**src/ndrm_pkg.sv**
```systemverilog
// ----------------------------------------------------------------------------
// ndrm_pkg
// Shared types and constants of the descriptor ring manager: command and
// status codes, descriptor word bit positions and the register set.
// ----------------------------------------------------------------------------
package ndrm_pkg;

   // ring depths
   localparam int TX_RING_DEPTH_DEF = 64;
   localparam int RX_RING_DEPTH_DEF = 64;

   // field widths
   localparam int CMD_W    = 2;
   localparam int LEN_W    = 14;
   localparam int WORD_W   = 32;
   localparam int CAP_W    = 16;
   localparam int STAT_W   = 3;
   localparam int ENTRY_W  = 6;
   localparam int CSR_IDX_W = 2;

   // commands
   localparam logic [CMD_W-1:0] CMD_SEND    = 2'd0;
   localparam logic [CMD_W-1:0] CMD_REAP    = 2'd1;
   localparam logic [CMD_W-1:0] CMD_RECEIVE = 2'd2;

   // result status codes
   localparam logic [STAT_W-1:0] STAT_OK        = 3'd0;
   localparam logic [STAT_W-1:0] STAT_NOT_READY = 3'd1;
   localparam logic [STAT_W-1:0] STAT_BAD_LEN   = 3'd2;
   localparam logic [STAT_W-1:0] STAT_FULL      = 3'd3;
   localparam logic [STAT_W-1:0] STAT_OWNED     = 3'd4;
   localparam logic [STAT_W-1:0] STAT_NONE      = 3'd5;

   // register indexes
   localparam logic [CSR_IDX_W-1:0] CSR_ENABLE         = 2'd0;
   localparam logic [CSR_IDX_W-1:0] CSR_PAD_LENGTH     = 2'd1;
   localparam logic [CSR_IDX_W-1:0] CSR_TX_MAX_LENGTH  = 2'd2;
   localparam logic [CSR_IDX_W-1:0] CSR_RX_BUFFER_SIZE = 2'd3;

   // register reset values
   localparam logic [LEN_W-1:0] PAD_LENGTH_RST     = 14'd60;
   localparam logic [LEN_W-1:0] TX_MAX_LENGTH_RST  = 14'd2048;
   localparam logic [LEN_W-1:0] RX_BUFFER_SIZE_RST = 14'd2048;

   // frame limits
   localparam logic [LEN_W-1:0] MIN_FRAME = 14'd14;
   localparam logic [LEN_W-1:0] CRC_BYTES = 14'd4;

   // descriptor word bits
   localparam int BIT_OWN   = 31;
   localparam int BIT_EOR   = 30;
   localparam int BIT_FIRST = 29;
   localparam int BIT_LAST  = 28;
   localparam int BIT_RXERR = 21;

   typedef struct packed {
      logic             enable;
      logic [LEN_W-1:0] pad_length;
      logic [LEN_W-1:0] tx_max_length;
      logic [LEN_W-1:0] rx_buffer_size;
   } cfg_type;

   typedef enum logic {
      S_IDLE,
      S_EXEC
   } state_type;

endpackage

```
**src/ndrm_csr_regs.sv**
```systemverilog
// ----------------------------------------------------------------------------
// ndrm_csr_regs
// Configuration register file, written through the csr channel.
// ----------------------------------------------------------------------------
module ndrm_csr_regs
   import ndrm_pkg::*;
(
   input  logic                 clock,
   input  logic                 reset,
   input  logic                 csr_valid,
   output logic                 csr_ready,
   input  logic [CSR_IDX_W-1:0] csr_index,
   input  logic [WORD_W-1:0]    csr_wdata,
   output cfg_type              cfg
);

   cfg_type cfg_ff;
   cfg_type cfg_in;

   assign csr_ready = 1'b1;
   assign cfg       = cfg_ff;

   // register decode
   always_comb begin
      cfg_in = cfg_ff;
      if (csr_valid) begin
         case (csr_index)
            CSR_ENABLE:         cfg_in.enable         = csr_wdata[0];
            CSR_PAD_LENGTH:     cfg_in.pad_length     = csr_wdata[LEN_W-1:0];
            CSR_TX_MAX_LENGTH:  cfg_in.tx_max_length  = csr_wdata[LEN_W-1:0];
            CSR_RX_BUFFER_SIZE: cfg_in.rx_buffer_size = csr_wdata[LEN_W-1:0];
            default:            cfg_in = cfg_ff;
         endcase
      end
   end

   always_ff @(posedge clock) begin
      if (reset) begin
         cfg_ff.enable         <= 1'b0;
         cfg_ff.pad_length     <= PAD_LENGTH_RST;
         cfg_ff.tx_max_length  <= TX_MAX_LENGTH_RST;
         cfg_ff.rx_buffer_size <= RX_BUFFER_SIZE_RST;
      end else begin
         cfg_ff <= cfg_in;
      end
   end

endmodule

```
**src/ndrm_busy_ram.sv**
```systemverilog
// ----------------------------------------------------------------------------
// ndrm_busy_ram
// One-bit-wide synchronous memory holding the transmit entry busy flags,
// one write port and one read port with registered read data.
// ----------------------------------------------------------------------------
module ndrm_busy_ram
   import ndrm_pkg::*;
#(
   parameter int DEPTH = TX_RING_DEPTH_DEF,
   parameter int AW    = $clog2(DEPTH)
) (
   input  logic          clock,
   input  logic          wr_en,
   input  logic [AW-1:0] wr_addr,
   input  logic          wr_data,
   input  logic          rd_en,
   input  logic [AW-1:0] rd_addr,
   output logic          rd_data
);

   logic mem [DEPTH];
   logic rd_data_ff;

   assign rd_data = rd_data_ff;

   // write port
   always_ff @(posedge clock) begin
      if (wr_en) begin
         mem[wr_addr] <= wr_data;
      end
   end

   // read port, data held until the next read
   always_ff @(posedge clock) begin
      if (rd_en) begin
         rd_data_ff <= mem[rd_addr];
      end
   end

endmodule

```
**src/nic_descriptor_ring_manager.sv**
```systemverilog
// ----------------------------------------------------------------------------
// nic_descriptor_ring_manager
// Transmit and receive descriptor ring bookkeeping: send, reap and receive
// commands against a busy-flag memory and three ring indexes.
// ----------------------------------------------------------------------------
//   channel | direction | handshake             | payload
//   req     | in        | req_valid / req_ready | command, frame_length,
//           |           |                       | desc_status, max_length
//   rsp     | out       | rsp_valid / rsp_ready | status, entry, desc_word, length
//   csr     | in        | csr_valid / csr_ready | csr_index, csr_wdata
//
// A request is accepted in the idle state, where the busy-flag memory is read
// at the accepting edge; the result is formed and written back in the execute
// step, and no new request is taken until that step is done.
// After reset the busy memory is cleared entry by entry, during which
// req_ready is low; csr writes are taken at any time.
// A stalled response holds the result; the next request is still accepted
// and waits in the execute step until the response register is free.
// ----------------------------------------------------------------------------
module nic_descriptor_ring_manager
   import ndrm_pkg::*;
#(
   parameter int TX_RING_DEPTH = TX_RING_DEPTH_DEF,
   parameter int RX_RING_DEPTH = RX_RING_DEPTH_DEF
) (
   input  logic                 clock,
   input  logic                 reset,
   // request channel
   input  logic                 req_valid,
   output logic                 req_ready,
   input  logic [CMD_W-1:0]     req_command,
   input  logic [LEN_W-1:0]     req_frame_length,
   input  logic [WORD_W-1:0]    req_desc_status,
   input  logic [CAP_W-1:0]     req_max_length,
   // response channel
   output logic                 rsp_valid,
   input  logic                 rsp_ready,
   output logic [STAT_W-1:0]    rsp_status,
   output logic [ENTRY_W-1:0]   rsp_entry,
   output logic [WORD_W-1:0]    rsp_desc_word,
   output logic [LEN_W-1:0]     rsp_length,
   // configuration channel
   input  logic                 csr_valid,
   output logic                 csr_ready,
   input  logic [CSR_IDX_W-1:0] csr_index,
   input  logic [WORD_W-1:0]    csr_wdata
);

   localparam int TW = $clog2(TX_RING_DEPTH);
   localparam int RW = $clog2(RX_RING_DEPTH);
   localparam logic [TW-1:0] TX_LAST = TW'(TX_RING_DEPTH - 1);
   localparam logic [RW-1:0] RX_LAST = RW'(RX_RING_DEPTH - 1);

   cfg_type cfg;

   state_type state_ff, state_in;

   logic [TW-1:0] tx_producer_ff, tx_producer_in;
   logic [TW-1:0] tx_cleanup_ff, tx_cleanup_in;
   logic [RW-1:0] rx_consumer_ff, rx_consumer_in;

   logic          clearing_ff, clearing_in;
   logic [TW-1:0] clear_idx_ff, clear_idx_in;

   // captured request
   logic [CMD_W-1:0]  cmd_ff;
   logic [LEN_W-1:0]  flen_ff;
   logic [WORD_W-1:0] dstat_ff;
   logic [CAP_W-1:0]  cap_ff;

   // response register
   logic              rsp_valid_ff, rsp_valid_in;
   logic [STAT_W-1:0] rsp_status_ff, rsp_status_in;
   logic [ENTRY_W-1:0] rsp_entry_ff, rsp_entry_in;
   logic [WORD_W-1:0] rsp_desc_word_ff, rsp_desc_word_in;
   logic [LEN_W-1:0]  rsp_length_ff, rsp_length_in;

   // busy memory ports
   logic          busy_rd;
   logic          busy_wr_en, exec_wr_en;
   logic [TW-1:0] busy_wr_addr;
   logic          busy_wr_data, exec_wr_data;
   logic          req_accept;
   logic          rsp_free;
   logic          exec_fire;

   // receive length path
   logic [LEN_W-1:0] rx_len_raw;
   logic [LEN_W-1:0] rx_len_crc;
   logic [LEN_W-1:0] plen;

   ndrm_csr_regs u_csr (
      .clock     (clock),
      .reset     (reset),
      .csr_valid (csr_valid),
      .csr_ready (csr_ready),
      .csr_index (csr_index),
      .csr_wdata (csr_wdata),
      .cfg       (cfg)
   );

   // clearing pass owns the write port until done
   assign busy_wr_en   = clearing_ff | exec_wr_en;
   assign busy_wr_addr = clearing_ff ? clear_idx_ff
                         : ((cmd_ff == CMD_REAP) ? tx_cleanup_ff : tx_producer_ff);
   assign busy_wr_data = clearing_ff ? 1'b0 : exec_wr_data;

   ndrm_busy_ram #(
      .DEPTH (TX_RING_DEPTH),
      .AW    (TW)
   ) u_busy_ram (
      .clock   (clock),
      .wr_en   (busy_wr_en),
      .wr_addr (busy_wr_addr),
      .wr_data (busy_wr_data),
      .rd_en   (req_accept),
      .rd_addr ((req_command == CMD_REAP) ? tx_cleanup_ff : tx_producer_ff),
      .rd_data (busy_rd)
   );

   assign req_ready  = (state_ff == S_IDLE) & ~clearing_ff;
   assign req_accept = req_valid & req_ready;
   assign rsp_free   = ~rsp_valid_ff | rsp_ready;
   assign exec_fire  = (state_ff == S_EXEC) & rsp_free;

   assign rsp_valid     = rsp_valid_ff;
   assign rsp_status    = rsp_status_ff;
   assign rsp_entry     = rsp_entry_ff;
   assign rsp_desc_word = rsp_desc_word_ff;
   assign rsp_length    = rsp_length_ff;

   // receive length: crc strip on good frames, then clamp to capacity
   assign rx_len_raw = dstat_ff[LEN_W-1:0];
   always_comb begin
      if (dstat_ff[BIT_RXERR] || (rx_len_raw == '0)) begin
         rx_len_crc = '0;
      end else if (rx_len_raw >= CRC_BYTES) begin
         rx_len_crc = rx_len_raw - CRC_BYTES;
      end else begin
         rx_len_crc = rx_len_raw;
      end
   end

   // transmit padding
   assign plen = (flen_ff < cfg.pad_length) ? cfg.pad_length : flen_ff;

   // clearing pass sequencing
   always_comb begin
      clearing_in  = clearing_ff;
      clear_idx_in = clear_idx_ff;
      if (clearing_ff) begin
         if (clear_idx_ff == TX_LAST) begin
            clearing_in = 1'b0;
         end else begin
            clear_idx_in = clear_idx_ff + 1'b1;
         end
      end
   end

   // next state, execute step and response load
   always_comb begin
      state_in         = state_ff;
      tx_producer_in   = tx_producer_ff;
      tx_cleanup_in    = tx_cleanup_ff;
      rx_consumer_in   = rx_consumer_ff;
      exec_wr_en       = 1'b0;
      exec_wr_data     = 1'b0;
      rsp_valid_in     = rsp_valid_ff & ~rsp_ready;
      rsp_status_in    = rsp_status_ff;
      rsp_entry_in     = rsp_entry_ff;
      rsp_desc_word_in = rsp_desc_word_ff;
      rsp_length_in    = rsp_length_ff;

      case (state_ff)
         S_IDLE: begin
            if (req_accept) begin
               state_in = S_EXEC;
            end
         end
         S_EXEC: begin
            if (exec_fire) begin
               state_in         = S_IDLE;
               rsp_valid_in     = 1'b1;
               rsp_status_in    = STAT_NONE;
               rsp_entry_in     = '0;
               rsp_desc_word_in = '0;
               rsp_length_in    = '0;
               if (!cfg.enable) begin
                  rsp_status_in = STAT_NOT_READY;
               end else begin
                  case (cmd_ff)
                     CMD_SEND: begin
                        rsp_entry_in = ENTRY_W'(tx_producer_ff);
                        if ((flen_ff < MIN_FRAME) || (flen_ff > cfg.tx_max_length)) begin
                           rsp_status_in = STAT_BAD_LEN;
                        end else if (busy_rd) begin
                           rsp_status_in = STAT_FULL;
                        end else begin
                           rsp_status_in                 = STAT_OK;
                           rsp_length_in                 = plen;
                           rsp_desc_word_in[LEN_W-1:0]   = plen;
                           rsp_desc_word_in[BIT_OWN]     = 1'b1;
                           rsp_desc_word_in[BIT_FIRST]   = 1'b1;
                           rsp_desc_word_in[BIT_LAST]    = 1'b1;
                           rsp_desc_word_in[BIT_EOR]     = (tx_producer_ff == TX_LAST);
                           exec_wr_en                    = 1'b1;
                           exec_wr_data                  = 1'b1;
                           tx_producer_in = (tx_producer_ff == TX_LAST) ? '0
                                            : tx_producer_ff + 1'b1;
                        end
                     end
                     CMD_REAP: begin
                        rsp_entry_in = ENTRY_W'(tx_cleanup_ff);
                        if (!busy_rd) begin
                           rsp_status_in = STAT_NONE;
                        end else if (dstat_ff[BIT_OWN]) begin
                           rsp_status_in = STAT_OWNED;
                        end else begin
                           rsp_status_in = STAT_OK;
                           exec_wr_en    = 1'b1;
                           exec_wr_data  = 1'b0;
                           tx_cleanup_in = (tx_cleanup_ff == TX_LAST) ? '0
                                           : tx_cleanup_ff + 1'b1;
                        end
                     end
                     CMD_RECEIVE: begin
                        rsp_entry_in = ENTRY_W'(rx_consumer_ff);
                        if (cap_ff == '0) begin
                           rsp_status_in = STAT_BAD_LEN;
                        end else if (dstat_ff[BIT_OWN]) begin
                           rsp_status_in = STAT_OWNED;
                        end else begin
                           rsp_status_in = STAT_OK;
                           rsp_length_in = ({2'b00, rx_len_crc} > cap_ff)
                                           ? cap_ff[LEN_W-1:0] : rx_len_crc;
                           rsp_desc_word_in[LEN_W-1:0] = cfg.rx_buffer_size;
                           rsp_desc_word_in[BIT_OWN]   = 1'b1;
                           rsp_desc_word_in[BIT_EOR]   = (rx_consumer_ff == RX_LAST);
                           rx_consumer_in = (rx_consumer_ff == RX_LAST) ? '0
                                            : rx_consumer_ff + 1'b1;
                        end
                     end
                     default: begin
                        rsp_status_in = STAT_NONE;
                     end
                  endcase
               end
            end
         end
         default: begin
            state_in = S_IDLE;
         end
      endcase
   end

   // control registers
   always_ff @(posedge clock) begin
      if (reset) begin
         state_ff       <= S_IDLE;
         tx_producer_ff <= '0;
         tx_cleanup_ff  <= '0;
         rx_consumer_ff <= '0;
         clearing_ff    <= 1'b1;
         clear_idx_ff   <= '0;
         rsp_valid_ff   <= 1'b0;
      end else begin
         state_ff       <= state_in;
         tx_producer_ff <= tx_producer_in;
         tx_cleanup_ff  <= tx_cleanup_in;
         rx_consumer_ff <= rx_consumer_in;
         clearing_ff    <= clearing_in;
         clear_idx_ff   <= clear_idx_in;
         rsp_valid_ff   <= rsp_valid_in;
      end
   end

   // request capture and response payload
   always_ff @(posedge clock) begin
      if (req_accept) begin
         cmd_ff   <= req_command;
         flen_ff  <= req_frame_length;
         dstat_ff <= req_desc_status;
         cap_ff   <= req_max_length;
      end
      rsp_status_ff    <= rsp_status_in;
      rsp_entry_ff     <= rsp_entry_in;
      rsp_desc_word_ff <= rsp_desc_word_in;
      rsp_length_ff    <= rsp_length_in;
   end

endmodule

```
**config.mk**
```make
export PLATFORM = sky130hd
export DESIGN_NAME = nic_descriptor_ring_manager
export DESIGN_NICKNAME = d
export VERILOG_FILES = /design/src/ndrm_pkg.sv /design/src/ndrm_csr_regs.sv /design/src/ndrm_busy_ram.sv /design/src/nic_descriptor_ring_manager.sv
export SDC_FILE = /design/constraint.sdc
export NUM_CORES = 1
export LEC_CHECK = 0
export ABC_AREA = 0
export BUFFER_PORTS_ARGS = -buffer_cell sky130_fd_sc_hd__buf_2
export CAP_MARGIN = 20
export CELL_PAD_IN_SITES_DETAIL_PLACEMENT = 0
export CELL_PAD_IN_SITES_GLOBAL_PLACEMENT = 2
export CORE_MARGIN = 5
export CORE_UTILIZATION = 40
export DETAILED_ROUTE_END_ITERATION = 10
export GPL_ROUTABILITY_DRIVEN = 0
export HOLD_SLACK_MARGIN = 0.15
export PLACE_DENSITY_LB_ADDON = 0.1
export SLEW_MARGIN = 10
export SYNTH_ARGS = -nofsm -noshare
export SYNTH_HDL_FRONTEND = slang
export SYNTH_SLANG_ARGS = --single-unit
```
**constraint.sdc**
```tcl
create_clock -name clock -period 13.1 [get_ports clock]
set_input_delay 2.62 -clock clock [delete_from_list [all_inputs] [get_ports clock]]
set_output_delay 2.62 -clock clock [all_outputs]
set_load 0.005 [all_outputs]
```
-- Yosys cells after proc, flatten, opt, wreduce, memory -nomap -nowiden
Memories as Yosys holds them, arrays and structs flattened. A register that Yosys moved wholly into a read port is not among the register bits.
Cells that the tools add are included.
- bits of input ports: 103
- output and inout port bits: 58
- RAM bits: 64
- register bits after elaboration: 175
- word-level logic and storage cells: 126
- memories kept: 1
- memories (memory ; words ; width ; rd ports ; clocked after memory_dff ; wr ports ; RTL line ; text):
    u_busy_ram.mem ; 64 ; 1 ; 1 ; 1 ; 1 ; ndrm_busy_ram.sv:21 ; logic mem [DEPTH];
- bitwise gates (word level): 17
- equality and inequality tests: 10
- reduce and logical (&&, ||, !) cells: 16
- muxes and demuxes: 52
- add/sub/neg operators: 5
- magnitude comparators: 5
- operators by type and width (cell ; count):
    $mux 14 ; 10
    $pmux 14 s2 ; 2
    $mux 6 ; 6
    $add 6x1->6 const B ; 4
    $eq 6x6->1 const B ; 4
    $mux 1 ; 20
    $pmux 6 s3 ; 1
    $reduce_and 6->1 ; 3
    $gt 14x16->1 ; 1
    $logic_not 16->1 ; 1
    $ge 14x3->1 const B ; 1
    $gt 14x14->1 ; 1
    $logic_not 14->1 ; 1
    $lt 14x14->1 ; 1
    $lt 14x4->1 const B ; 1
    $sub 14x3->14 const B ; 1
    $reduce_and 2->1 ; 6
    $not 1->1 ; 11
    $mux 3 ; 3
    $pmux 3 s3 ; 1
    $mux 2 ; 4
    $mux 4 ; 2
    $eq 2x1->1 const B ; 3
    $eq 2x2->1 const B ; 3
    7 further kinds ; 14

-- Depth between registers and ports, before layout
Gate-level depths: netlist of run 1.
- word-level depth: 10
- depth in mapped cells: 17
- gate-level depth less buffers: 16

-- By module
Synthesis of run 1 repeated with hierarchy kept, for this count alone.
- cells, all modules: 1015
- area, all modules: 11402.2 um^2
- modules (own cells, without submodules) (module ; sequential area each (um^2) ; cells an instance ; area an instance (um^2) ; instances):
    nic_descriptor_ring_manager ; 3183.1 ; 645 ; 6681.4 ; 1
    ndrm_busy_ram ; 1951.9 ; 205 ; 2946.6 ; 1
    ndrm_csr_regs ; 860.8 ; 165 ; 1774.2 ; 1

-- Worst setup path before layout of run 1
No wires, ideal clock.
- path type: input port to flip-flop
- from: input rsp_ready
- to: memory u_busy_ram.mem[0] (data pin)
- stages on the path: 5
- setup time: 0.681 ns
- arrival time: 5.729 ns
- slack: 6.690 ns
- path buffers: 1
- cell sequence: nand2b_1 -> nand3_1 -> or2_0 -> clkbuf_1 -> nor3_1
- longest elaborated chain between the ends: 5
- ends and longest elaborated chain (element ; RTL line ; text):
    start, declared ; nic_descriptor_ring_manager.sv:37 ; input logic rsp_ready,
    $or 1x1->1 ; nic_descriptor_ring_manager.sv:123 ; assign rsp_free = ~rsp_valid_ff | rsp_ready;
    $and 1x1->1 ; nic_descriptor_ring_manager.sv:124 ; assign exec_fire = (state_ff == S_EXEC) & rsp_free;
    $mux 1 ; nic_descriptor_ring_manager.sv:181 ; if (exec_fire) begin
    $mux 1 ; nic_descriptor_ring_manager.sv:174 ; case (state_ff)
    $mux 1 ; nic_descriptor_ring_manager.sv:106 ; assign busy_wr_data = clearing_ff ? 1'b0 : exec_wr_data;
    net busy_wr_data ; nic_descriptor_ring_manager.sv:82 ; logic busy_wr_data, exec_wr_data;
    end, declared ; ndrm_busy_ram.sv:21 ;
The timed path passes the listed nets, and every way through them passes these cells.

-- Final worst setup path of run 1
- from: input req_command[1]
- to: register u_busy_ram.rd_data_ff (netlist: u_busy_ram.rd_data) (read register of u_busy_ram.mem) (data pin)
- longest elaborated chain between the ends: 2
- ends and longest elaborated chain (element ; RTL line ; text):
    start, declared ; nic_descriptor_ring_manager.sv:31 ; input logic [CMD_W-1:0] req_command,
    $eq 2x1->1 ; nic_descriptor_ring_manager.sv:117 ; .rd_addr ((req_command == CMD_REAP) ? tx_cleanup_ff : tx_producer_ff),
    $mux 6 ; nic_descriptor_ring_manager.sv:117 ;
    end, declared ; ndrm_busy_ram.sv:22 ; logic rd_data_ff;
No other way between the ends.
A chain may end at the register's enable or synchronous reset.

==> qor.txt, run 1 <==
Met3 Wirelength - 1050 um
Async SR Flop Fraction - 0%
LEAKAGE - 4.94 nW
fmax - 0.201 GHz
most common cell after layout, fill and taps aside - edfxtp_1
Critical Path RT - 13360 ps
Worst-Skew Late Latency - 530 ps
worst path bufs/invs - 2
Routed wire per std cell - 18.7 um
setup violators final - 0
cell family with most CP delay - multiplexers
number of flops mapped to enable cells by yosys - 153
clock-pin slew on the worst setup and hold paths - 60 ps
relative slew slack - 30.4%
post-route ant nets - 0
H-tree levels - 1
register area share after synthesis - 54.2%
placed cell area - 11900 um^2
CP endpoint kind - flip-flop
Detailed Routing Iterations Pass 1 - 5
Data arrival, critical path - 5240 ps
ys flop type - edfxtp_1
Top Metal Used - met4
CTS buffer count - 27
Critical Path Max Stage Delay - 620 ps
critical path's slowest cell - mux2i_1
layout cell share with drive strength beyond 1 - 16.3%
vias in the first global route - 7883
first-pass GRT wire length - 44700 um
Final min period - 4980 ps
initial DRC count - 511
antenna violations before repair - 0
via/cell ratio - 5.10
Setup TNS Final - 0 ps
Cell Chain, Critical Path - buf_2 > nand2b_1 > buf_4 > mux2i_1 > mux4_2 > nor2b_1 > or4_1 > o22ai_1 > a21oi_1
total chip power - 0.00148 W
Area Growth Syn to Fin - 15.0%
simple-gate share of the synthesized area - 17.4%
RSZ-0062 raised after global routing - false
Worst Setup Start Kind - input port
Synth Area in Compound Gates - 10.2%
starting density of the core - 40.8%
worst hold path class - flip-flop to flip-flop
Clock Path Buffers - 3
PnR worst setup slack - 8120 ps
synth top area cells - edfxtp_1, dfxtp_1, ha_1, nand2_1, mux2i_1
routed wire length - 29000 um
pin count of the biggest net entering global routing - 67
area share of the largest cell type after synthesis - 41.5%
Hold Buf Count CTS - 0
wl on met1 - 12900 um
critical path class - input port to flip-flop
Die Width - 176 um
hold slack final - 456 ps
die span in y - 176 um
Vias - 7907
I/O pin count - 161
GR Util All Layers - 18.2%
Clock Skew - 10.3 ps
Cell Rows - 60
gr ovfl total - 0
most frequent cells in the layout - edfxtp_1, nand2_1, nor2_1, buf_2, dfxtp_1
Post-Syn Area - 11100 um^2
reported max-cap violation count - 0
post-synthesis mux area share - 6.32%
routed length on met2 - 14500 um
Final Cell Area - 12700 um^2
Core Region - 27100 um^2
PostCTS Resize Cnt - 0
register bit total from synthesis - 223
CTS sink count - 223
Synth Warn # - 0
Tcrit/Tclk final - 38.0%
status - completed
Critical Path Fanout Max - 23
combinational family with the most area after synthesis - simple AND/OR/NAND/NOR gates
area leader, netlist - edfxtp_1
Worst-Margin Slew - 1040 ps
setup bufs post-CTS - 0
post-synthesis xor/xnor area fraction - 1.82%
hpwl dp - 20700 um
Residual DRC - 0
Peak VDD IR - 0.0907 mV
Post-Synthesis Cells - 1054
Pwr Density - 117 nW/um^2
IO Port Bufs - 111
Die ar. - 31100 um^2
syn_area_per_cell - 10.5 um^2
Slew Limit Fails - 0
Inserted Diodes - 0
pre-CTS setup slack - 7510 ps
share of synthesized cell area in full adder, half adder and majority cells - 5.43%
Distinct cells, synth - 68
nets - 1309
setup slack, reg-to-reg - 8380 ps
CTS tree - done
clock root buffer - clkbuf_16
final count of hold timing violations - 0
final timing paths:
kind,startpoint,end,cells past startpoint
setup / recovery,req_command[1],u_busy_ram.rd_data,9
hold / removal,u_csr.cfg[27],u_csr.cfg[27],2
setup reg to reg,dstat_ff[10],rsp_length[13],14
hold reg to reg,u_csr.cfg[27],u_csr.cfg[27],2
worst reg2reg max path, stage by stage (launching register included):
cell,delay (ps)
edfxtp_1,440
or4_4,580
or2_4,260
nor4b_4,490
nand4bb_1,270
nor3_1,80
xor2_1,160
nor2b_1,150
ha_1,300
o21ai_0,70
o21bai_1,140
a21oi_1,90
or3b_2,500
a21oi_1,770
a221o_1,280
layout make-up:
| cell class | instances | area, um^2 |
|---|---|---|
| Fill cell | 2582 | 14400 |
| Clock inverter | 16 | 75.1 |
| Clock buffer | 33 | 718 |
| Sequential cell | 223 | 6000 |
| Timing Repair Buffer | 123 | 646 |
| Inverter | 52 | 195 |
| Tap cell | 372 | 465 |
| Multi-Input combinational cell | 731 | 4630 |
flip-flops by register name, indices dropped and copies added, names as in the netlist, 2 cells and up:
signal,count
clear_idx_ff,6
cap_ff,16
rsp_desc_word,17
rsp_status,3
tx_producer_ff,6
u_csr.cfg,43
dstat_ff,16
flen_ff,14
rx_consumer_ff,6
cmd_ff,2
u_busy_ram.mem,64
tx_cleanup_ff,6
rsp_length,14
rsp_entry,6
stage by stage:
stage                     util (%)  cells
after floorplan                  -   1067
after global placement        44.0   1500
after detailed placement      44.0   1500
after CTS                     46.9   1549
after global routing          46.9   1550
final                         46.9   1550
cells by family (layout without fill, tap and decap cells):
family,Yosys count,in the layout
compound gates,175,175
xor+xnor,23,23
fa+ha+maj,48,48
buf+inv,113,224
flops,223,223
mux,59,59
other cells,2,15
simple gates,411,411
cell usage after synthesis (all sizes together), types with 9 or more instances:
cell type,number
clkbuf,34
dfxtp,70
buf,27
nand4,11
nor2,118
nand3b,9
edfxtp,153
mux2i,47
nand2,147
o21a,11
a21oi,63
o21ai,31
inv,52
a21o,15
a221o,11
nor2b,19
xnor2,10
ha,48
nand3,23
nor4,11
nor3,24
o22ai,9
xor2,13
routing by layer:
layer / global-route usage (%) / vias to the layer above
met5: 0 / -
met4: 4.48 / 0
met3: 2.31 / 42
met2: 32.5 / 132
met1: 23.6 / 3777
li1: - / 3956
where the power goes:
part	leakage (nW)	internal, W	switching, W
Clock	0.390	0.000386	0.000285
Sequential	2.01	0.000753	0.00000378
Combinational	2.54	0.0000209	0.0000351
Total	4.94	0.00116	0.000324
(Power assumes the default switching activity.)
==> run 2, diff against run 1 <==
ABC_AREA = 1   (was 0)
CORE_UTILIZATION = 35   (was 40)
clock period = 4.9 ns   (was 13.1 ns; I/O delays follow)
==> run 2 against run 1 <==
Critical path depth is 7 higher. Flip-flop and latch count stayed put. Sequential power grew to 2.7 times the previous value. First-iteration DRC count is 28% lower. Via count is 14% higher. Combinational power grew to 3.3 times the previous value. Clock power grew to 2.9 times the previous value. Routed wire length is 9.2% higher.
==> qor.txt, run 2 <==
status - completed
Biggest register - u_busy_ram.mem
hold slack final - 458 ps
area leader, netlist - edfxtp_1
clock root buffer - clkbuf_16
vias in the first global route - 8829
H-tree levels - 1
Clock Path Buffers - 3
Critical Path Max Stage Delay - 520 ps
max reg flops - 64
Cell Rows - 66
setup violators final - 0
most frequent cell after synthesis - nand2_1
Post-Synthesis Cells - 1347
Pwr Density - 312 nW/um^2
setup slack, reg-to-reg - 1390 ps
Distinct cells, synth - 45
Synth Warn # - 0
Setup TNS Final - 0 ps
Top Metal Used - met4
first-pass GRT wire length - 49400 um
Critical Path Start - dstat_ff[2]
die span in y - 192 um
Hold Buf Count CTS - 0
placed cell area - 12500 um^2
PostCTS Resize Cnt - 0
fmax - 0.285 GHz
Slew Limit Fails - 0
RSZ-0062 raised after global routing - false
Worst-Margin Slew - 909 ps
post-route ant nets - 0
number of flops mapped to enable cells by yosys - 153
placed insts - 1871
critical path class - flip-flop to flip-flop
worst hold path class - flip-flop to flip-flop
Vias - 9045
starting density of the core - 35.5%
Core Region - 32500 um^2
most frequent cells in the layout - nand2_1, inv_1, nor2_1, edfxtp_1, buf_2
critical path's slowest cell - a21oi_2
Tcrit/Tclk final - 71.6%
most common cell after layout, fill and taps aside - nand2_1
relative slew slack - 39.3%
syn_area_per_cell - 8.58 um^2
Layout fillers - 3429
Die Width - 192 um
CTS tree - done
Worst Setup Start Kind - flip-flop
Residual DRC - 0
Crit path depth - 16
wl on met1 - 14500 um
Final min period - 3510 ps
launch point of the worst reg-to-reg path - dstat_ff[2]
synth top area cells - edfxtp_1, dfxtp_1, nand2_1, inv_1, ha_1
Register-to-Register Path Depth - 16
via/cell ratio - 4.71
routed length on met2 - 15100 um
GR Util All Layers - 17.3%
area share of the largest cell type after synthesis - 39.8%
setup bufs post-CTS - 0
Routed wire per std cell - 16.5 um
Critical Path Fanout Max - 15
I/O pin count - 161
layout cell share with drive strength beyond 1 - 14.8%
register bit total from synthesis - 223
Met3 Wirelength - 1460 um
CTS sink count - 223
CTS buffer count - 27
LEAKAGE - 5.67 nW
reg2reg end - rsp_length[3]
top cells by count, synth - nand2_1, inv_1, nor2_1
reported max-cap violation count - 0
Inserted Diodes - 0
cell family with most CP delay - simple AND/OR/NAND/NOR gates
Async SR Flop Fraction - 0%
register area share after synthesis - 51.9%
antenna violations before repair - 0
initial DRC count - 370
nets - 1609
CP endpoint kind - flip-flop
Data arrival, critical path - 3770 ps
hpwl dp - 22900 um
Area Growth Syn to Fin - 15.7%
pin count of the biggest net entering global routing - 65
Clock Skew - 12.8 ps
ys flop type - edfxtp_1
final count of hold timing violations - 0
area of the multi-input gates - 4580 um^2
Peak VDD IR - 0.276 mV
Die ar. - 36700 um^2
IO Port Bufs - 111
gr ovfl total - 0
worst path bufs/invs - 3
Final Cell Area - 13400 um^2
Cell Chain, Critical Path - inv_1 > ha_1 > nand2_1 > nor2_1 > a21oi_2 > nand4_1 > inv_1 > ha_1 > nand3_1 > nor3_2 > nand3_1 > buf_4 > nand2_1 > nand2_1 > nand3_1 > a21oi_1
CP endpoint - rsp_length[3]
routed wire length - 31700 um
Detailed Routing Iterations Pass 1 - 5
Post-Syn Area - 11600 um^2
area occupied by registers - 6000 um^2
final std cells w/o fill - 1920
clock-pin slew on the worst setup and hold paths - 60 ps
Worst-Skew Late Latency - 540 ps
HP Start - u_csr.cfg[15]
Critical Path RT - 5160 ps
## run 2: cell types whose count changed in the layout (fill, tap and decap cells not counted), sizes merged, moves of 32 or more
cell,change
a21oi,+32
inv,+134
mux2i,-47
nand2,+171
nand3,+96
nor2,+46
o21ai,+34
## run 2: cells by family (layout without fill, tap and decap cells)
kind of cell / after synthesis / after routing / share of synthesized area (%)
simple gates: 629 / 629 / 23.7
buf+inv: 242 / 360 / 8.89
flops: 223 / 223 / 51.9
compound gates: 192 / 192 / 9.37
fa+ha+maj: 48 / 48 / 5.20
xor+xnor: 11 / 11 / 0.834
other cells: 2 / 15 / 0.0650
## run 2: metal layers
metal  vias up  GRT usage [%]
li1       4634              -
met4         0           4.56
met2       148           29.2
met1      4218           22.9
met5         -              0
met3        45           3.20
## run 2: layout make-up
cell class	instances	area share [%]
clock buffer	38	5.59
inverter	187	5.25
clock inverter	11	0.815
tap	442	4.14
sequential	223	44.9
multi-input combinational	895	34.3
timing repair buffer	124	5.04
## run 2: per-stage QoR
| step | power [W] | setup WS, ps | utilization (%) |
|---|---|---|---|
| after floorplan | 0.00218 | 1390 | - |
| after global placement | 0.00225 | 1370 | 38.4 |
| after detailed placement | 0.00225 | 1380 | 38.4 |
| after CTS | 0.00423 | 1380 | 41.1 |
| after global routing | 0.00434 | 962 | 41.1 |
| final | 0.00417 | 1390 | 41.1 |
## run 2: worst min-delay path by stage
stage,depth (start not counted),slack (ps),end
finish,2,460,u_csr.cfg[15]
global route,2,480,u_csr.cfg[26]
CTS,2,460,u_csr.cfg[26]
detailed placement,2,450,u_csr.cfg[11]
global placement,2,450,u_csr.cfg[11]
floorplan,2,430,u_csr.cfg[11]
## run 2: tightest hold or removal path, stage by stage, from the launching register on
cell	delay [ps]
dfxtp_1	290
inv_1	60
a21oi_1	60
## run 2: power by group
part | switching [W] | internal [W]
logic | 0.000123 | 0.0000614
clock network | 0.000793 | 0.00116
registers | 0.00000950 | 0.00202
total | 0.000926 | 0.00324
==> run 3, diff against run 2 <==
CORE_UTILIZATION = 32   (was 35)
clock period = 3 ns   (was 4.9 ns; I/O delays follow)
==> run 3 against run 2 <==
Total power rose by 71%. Via count rose by 2.7%. Clock skew rose by 4.2 ps. Cell area rose by 5.7%. Routed wire length rose by 4.2%. Sequential share of layout area fell by 2.4 points. Core utilization fell by 1.3 points. Critical path depth rose by 2. Clock-buffer cell count fell by 1. Global-route usage fell by 0.98 points. Highest routed layer is now met5.
==> qor.txt, run 3 (synthesis results as in run 2) <==
status - completed
routed wire length - 33000 um
Cell Chain, Critical Path - inv_1 > nand2_1 > inv_2 > nand2_1 > nor3_4 > nand2_4 > nand4_1 > inv_2 > ha_4 > nand3_2 > nor3_4 > nand2_1 > nand2_2 > nand2_2 > buf_4 > nand2_1 > nand3_1 > a21oi_1
worst path bufs/invs - 4
CTS buffer count - 28
max reg flops - 64
critical path's slowest cell - edfxtp_1
IO Port Bufs - 111
final core utilization - 39.7%
placed cell area - 12800 um^2
H-tree levels - 1
Data arrival, critical path - 3250 ps
most common cell after layout, fill and taps aside - nand2_1
reported max-cap violation count - 0
Biggest register - u_busy_ram.mem
Die ar. - 40000 um^2
Routed wire per std cell - 16.6 um
Worst-Margin Slew - 683 ps
CP dominant cell by count - nand2_1
Hold Buf Count CTS - 0
Critical Path Max Stage Delay - 410 ps
area of the multi-input gates - 4840 um^2
Cell Rows - 69
antenna violations before repair - 1
Residual DRC - 0
LEAKAGE - 5.98 nW
HP Start - req_frame_length[10]
Detailed Routing Iterations Pass 1 - 4
Worst Setup Start Kind - flip-flop
PnR worst setup slack - 158 ps
Core Region - 35600 um^2
Peak VDD IR - 0.386 mV
Critical Path RT - 3400 ps
RSZ-0062 raised after global routing - true
Tcrit/Tclk final - 94.7%
starting density of the core - 32.5%
Clock Skew - 17.1 ps
gr ovfl total - 0
nets - 1654
Pwr Density - 504 nW/um^2
hold slack final - 218 ps
setup violators final - 0
Area Growth Syn to Fin - 22.3%
relative slew slack - 54.4%
pin count of the biggest net entering global routing - 65
Inserted Diodes - 0
post-route ant nets - 0
critical path class - flip-flop to flip-flop
Clock Path Buffers - 3
clock-pin slew on the worst setup and hold paths - 60 ps
CP endpoint kind - flip-flop
layout cell share with drive strength beyond 1 - 20.9%
Vias - 9288
Layout fillers - 3683
clock root buffer - clkbuf_16
CTS sink count - 223
Final min period - 2840 ps
area occupied by registers - 6000 um^2
CTS tree - done
hpwl dp - 23800 um
I/O pin count - 161
cell family with most CP delay - simple AND/OR/NAND/NOR gates
vias in the first global route - 9119
Critical Path Start - dstat_ff[6]
initial DRC count - 395
launch point of the worst reg-to-reg path - dstat_ff[6]
worst hold path class - input port to flip-flop
pre-CTS setup slack - -156 ps
via/cell ratio - 4.68
Critical Path Fanout Max - 7
Worst-Skew Late Latency - 550 ps
Slew Limit Fails - 0
Setup TNS Final - 0 ps
die span in y - 200 um
first-pass GRT wire length - 51100 um
GR Util All Layers - 16.3%
fmax - 0.352 GHz
Die Width - 200 um
most frequent cells in the layout - nand2_1, inv_1, edfxtp_1, nor2_1, buf_2
final count of hold timing violations - 0
Final Cell Area - 14100 um^2
run 3: cell types whose count changed in the layout (fill, tap and decap cells not counted), sizes merged:
cell	previous run	this run
clkbuf	38	37
bufinv	2	4
clkinv	9	10
buf	124	167
a21oi	95	96
run 3: where the power goes:
| group | internal (W) | switching, W |
|---|---|---|
| Combinational | 0.000103 | 0.000202 |
| Clock | 0.00219 | 0.00131 |
| Sequential | 0.00330 | 0.0000163 |
| Total | 0.00559 | 0.00152 |
run 3: routing by layer:
| layer | GRT usage [%] | up-vias | part of all wire, % |
|---|---|---|---|
| li1 | - | 4736 | - |
| met1 | 21.6 | 4369 | 45 |
| met2 | 28.0 | 139 | 48 |
| met3 | 3.11 | 42 | 4.2 |
| met4 | 3.50 | 2 | 1.9 |
| met5 | 0 | - | 0.021 |
run 3: cell type report:
class	count	share of cell area (%)
Clock buffer	37	5.64
Clock inverter	14	1.15
Inverter	187	4.97
Multi-Input combinational cell	896	34.3
Sequential cell	223	42.4
Tap cell	461	4.08
Timing Repair Buffer	167	7.46
run 3: stage by stage:
step                total power, W  cells
CTS                        0.00725   1974
detailed placement         0.00369   1923
global placement           0.00369   1923
global route               0.00741   1985
finish                     0.00711   1985
floorplan                  0.00357   1360
run 3: worst paths after layout:
path                                 endpoint  cells past startpoint  slack (ps)
worst max-delay path            rsp_length[2]                     18         160
worst max register to register  rsp_length[2]                     18         160
worst min register to register  u_csr.cfg[27]                      2         460
worst min-delay path              flen_ff[10]                      1         220
run 3: what timing repair did:
item,4_1_cts,5_1_grt
gates resized for setup,5,61
cloned,0,1
setup buffers,0,10
setup endpoints to repair,14,14
pin swaps,0,25
run 3: worst reg2reg max path: stages, from the launching register on:
cell and delay, ps:
edfxtp_1 410, inv_1 110, nand2_1 120, inv_2 90, nand2_1 100, nor3_4 190, nand2_4 130, nand4_1 160
inv_2 60, ha_4 270, nand3_2 100, nor3_4 230, nand2_1 80, nand2_2 120, nand2_2 90, buf_4 150
nand2_1 60, nand3_1 80, a21oi_1 160
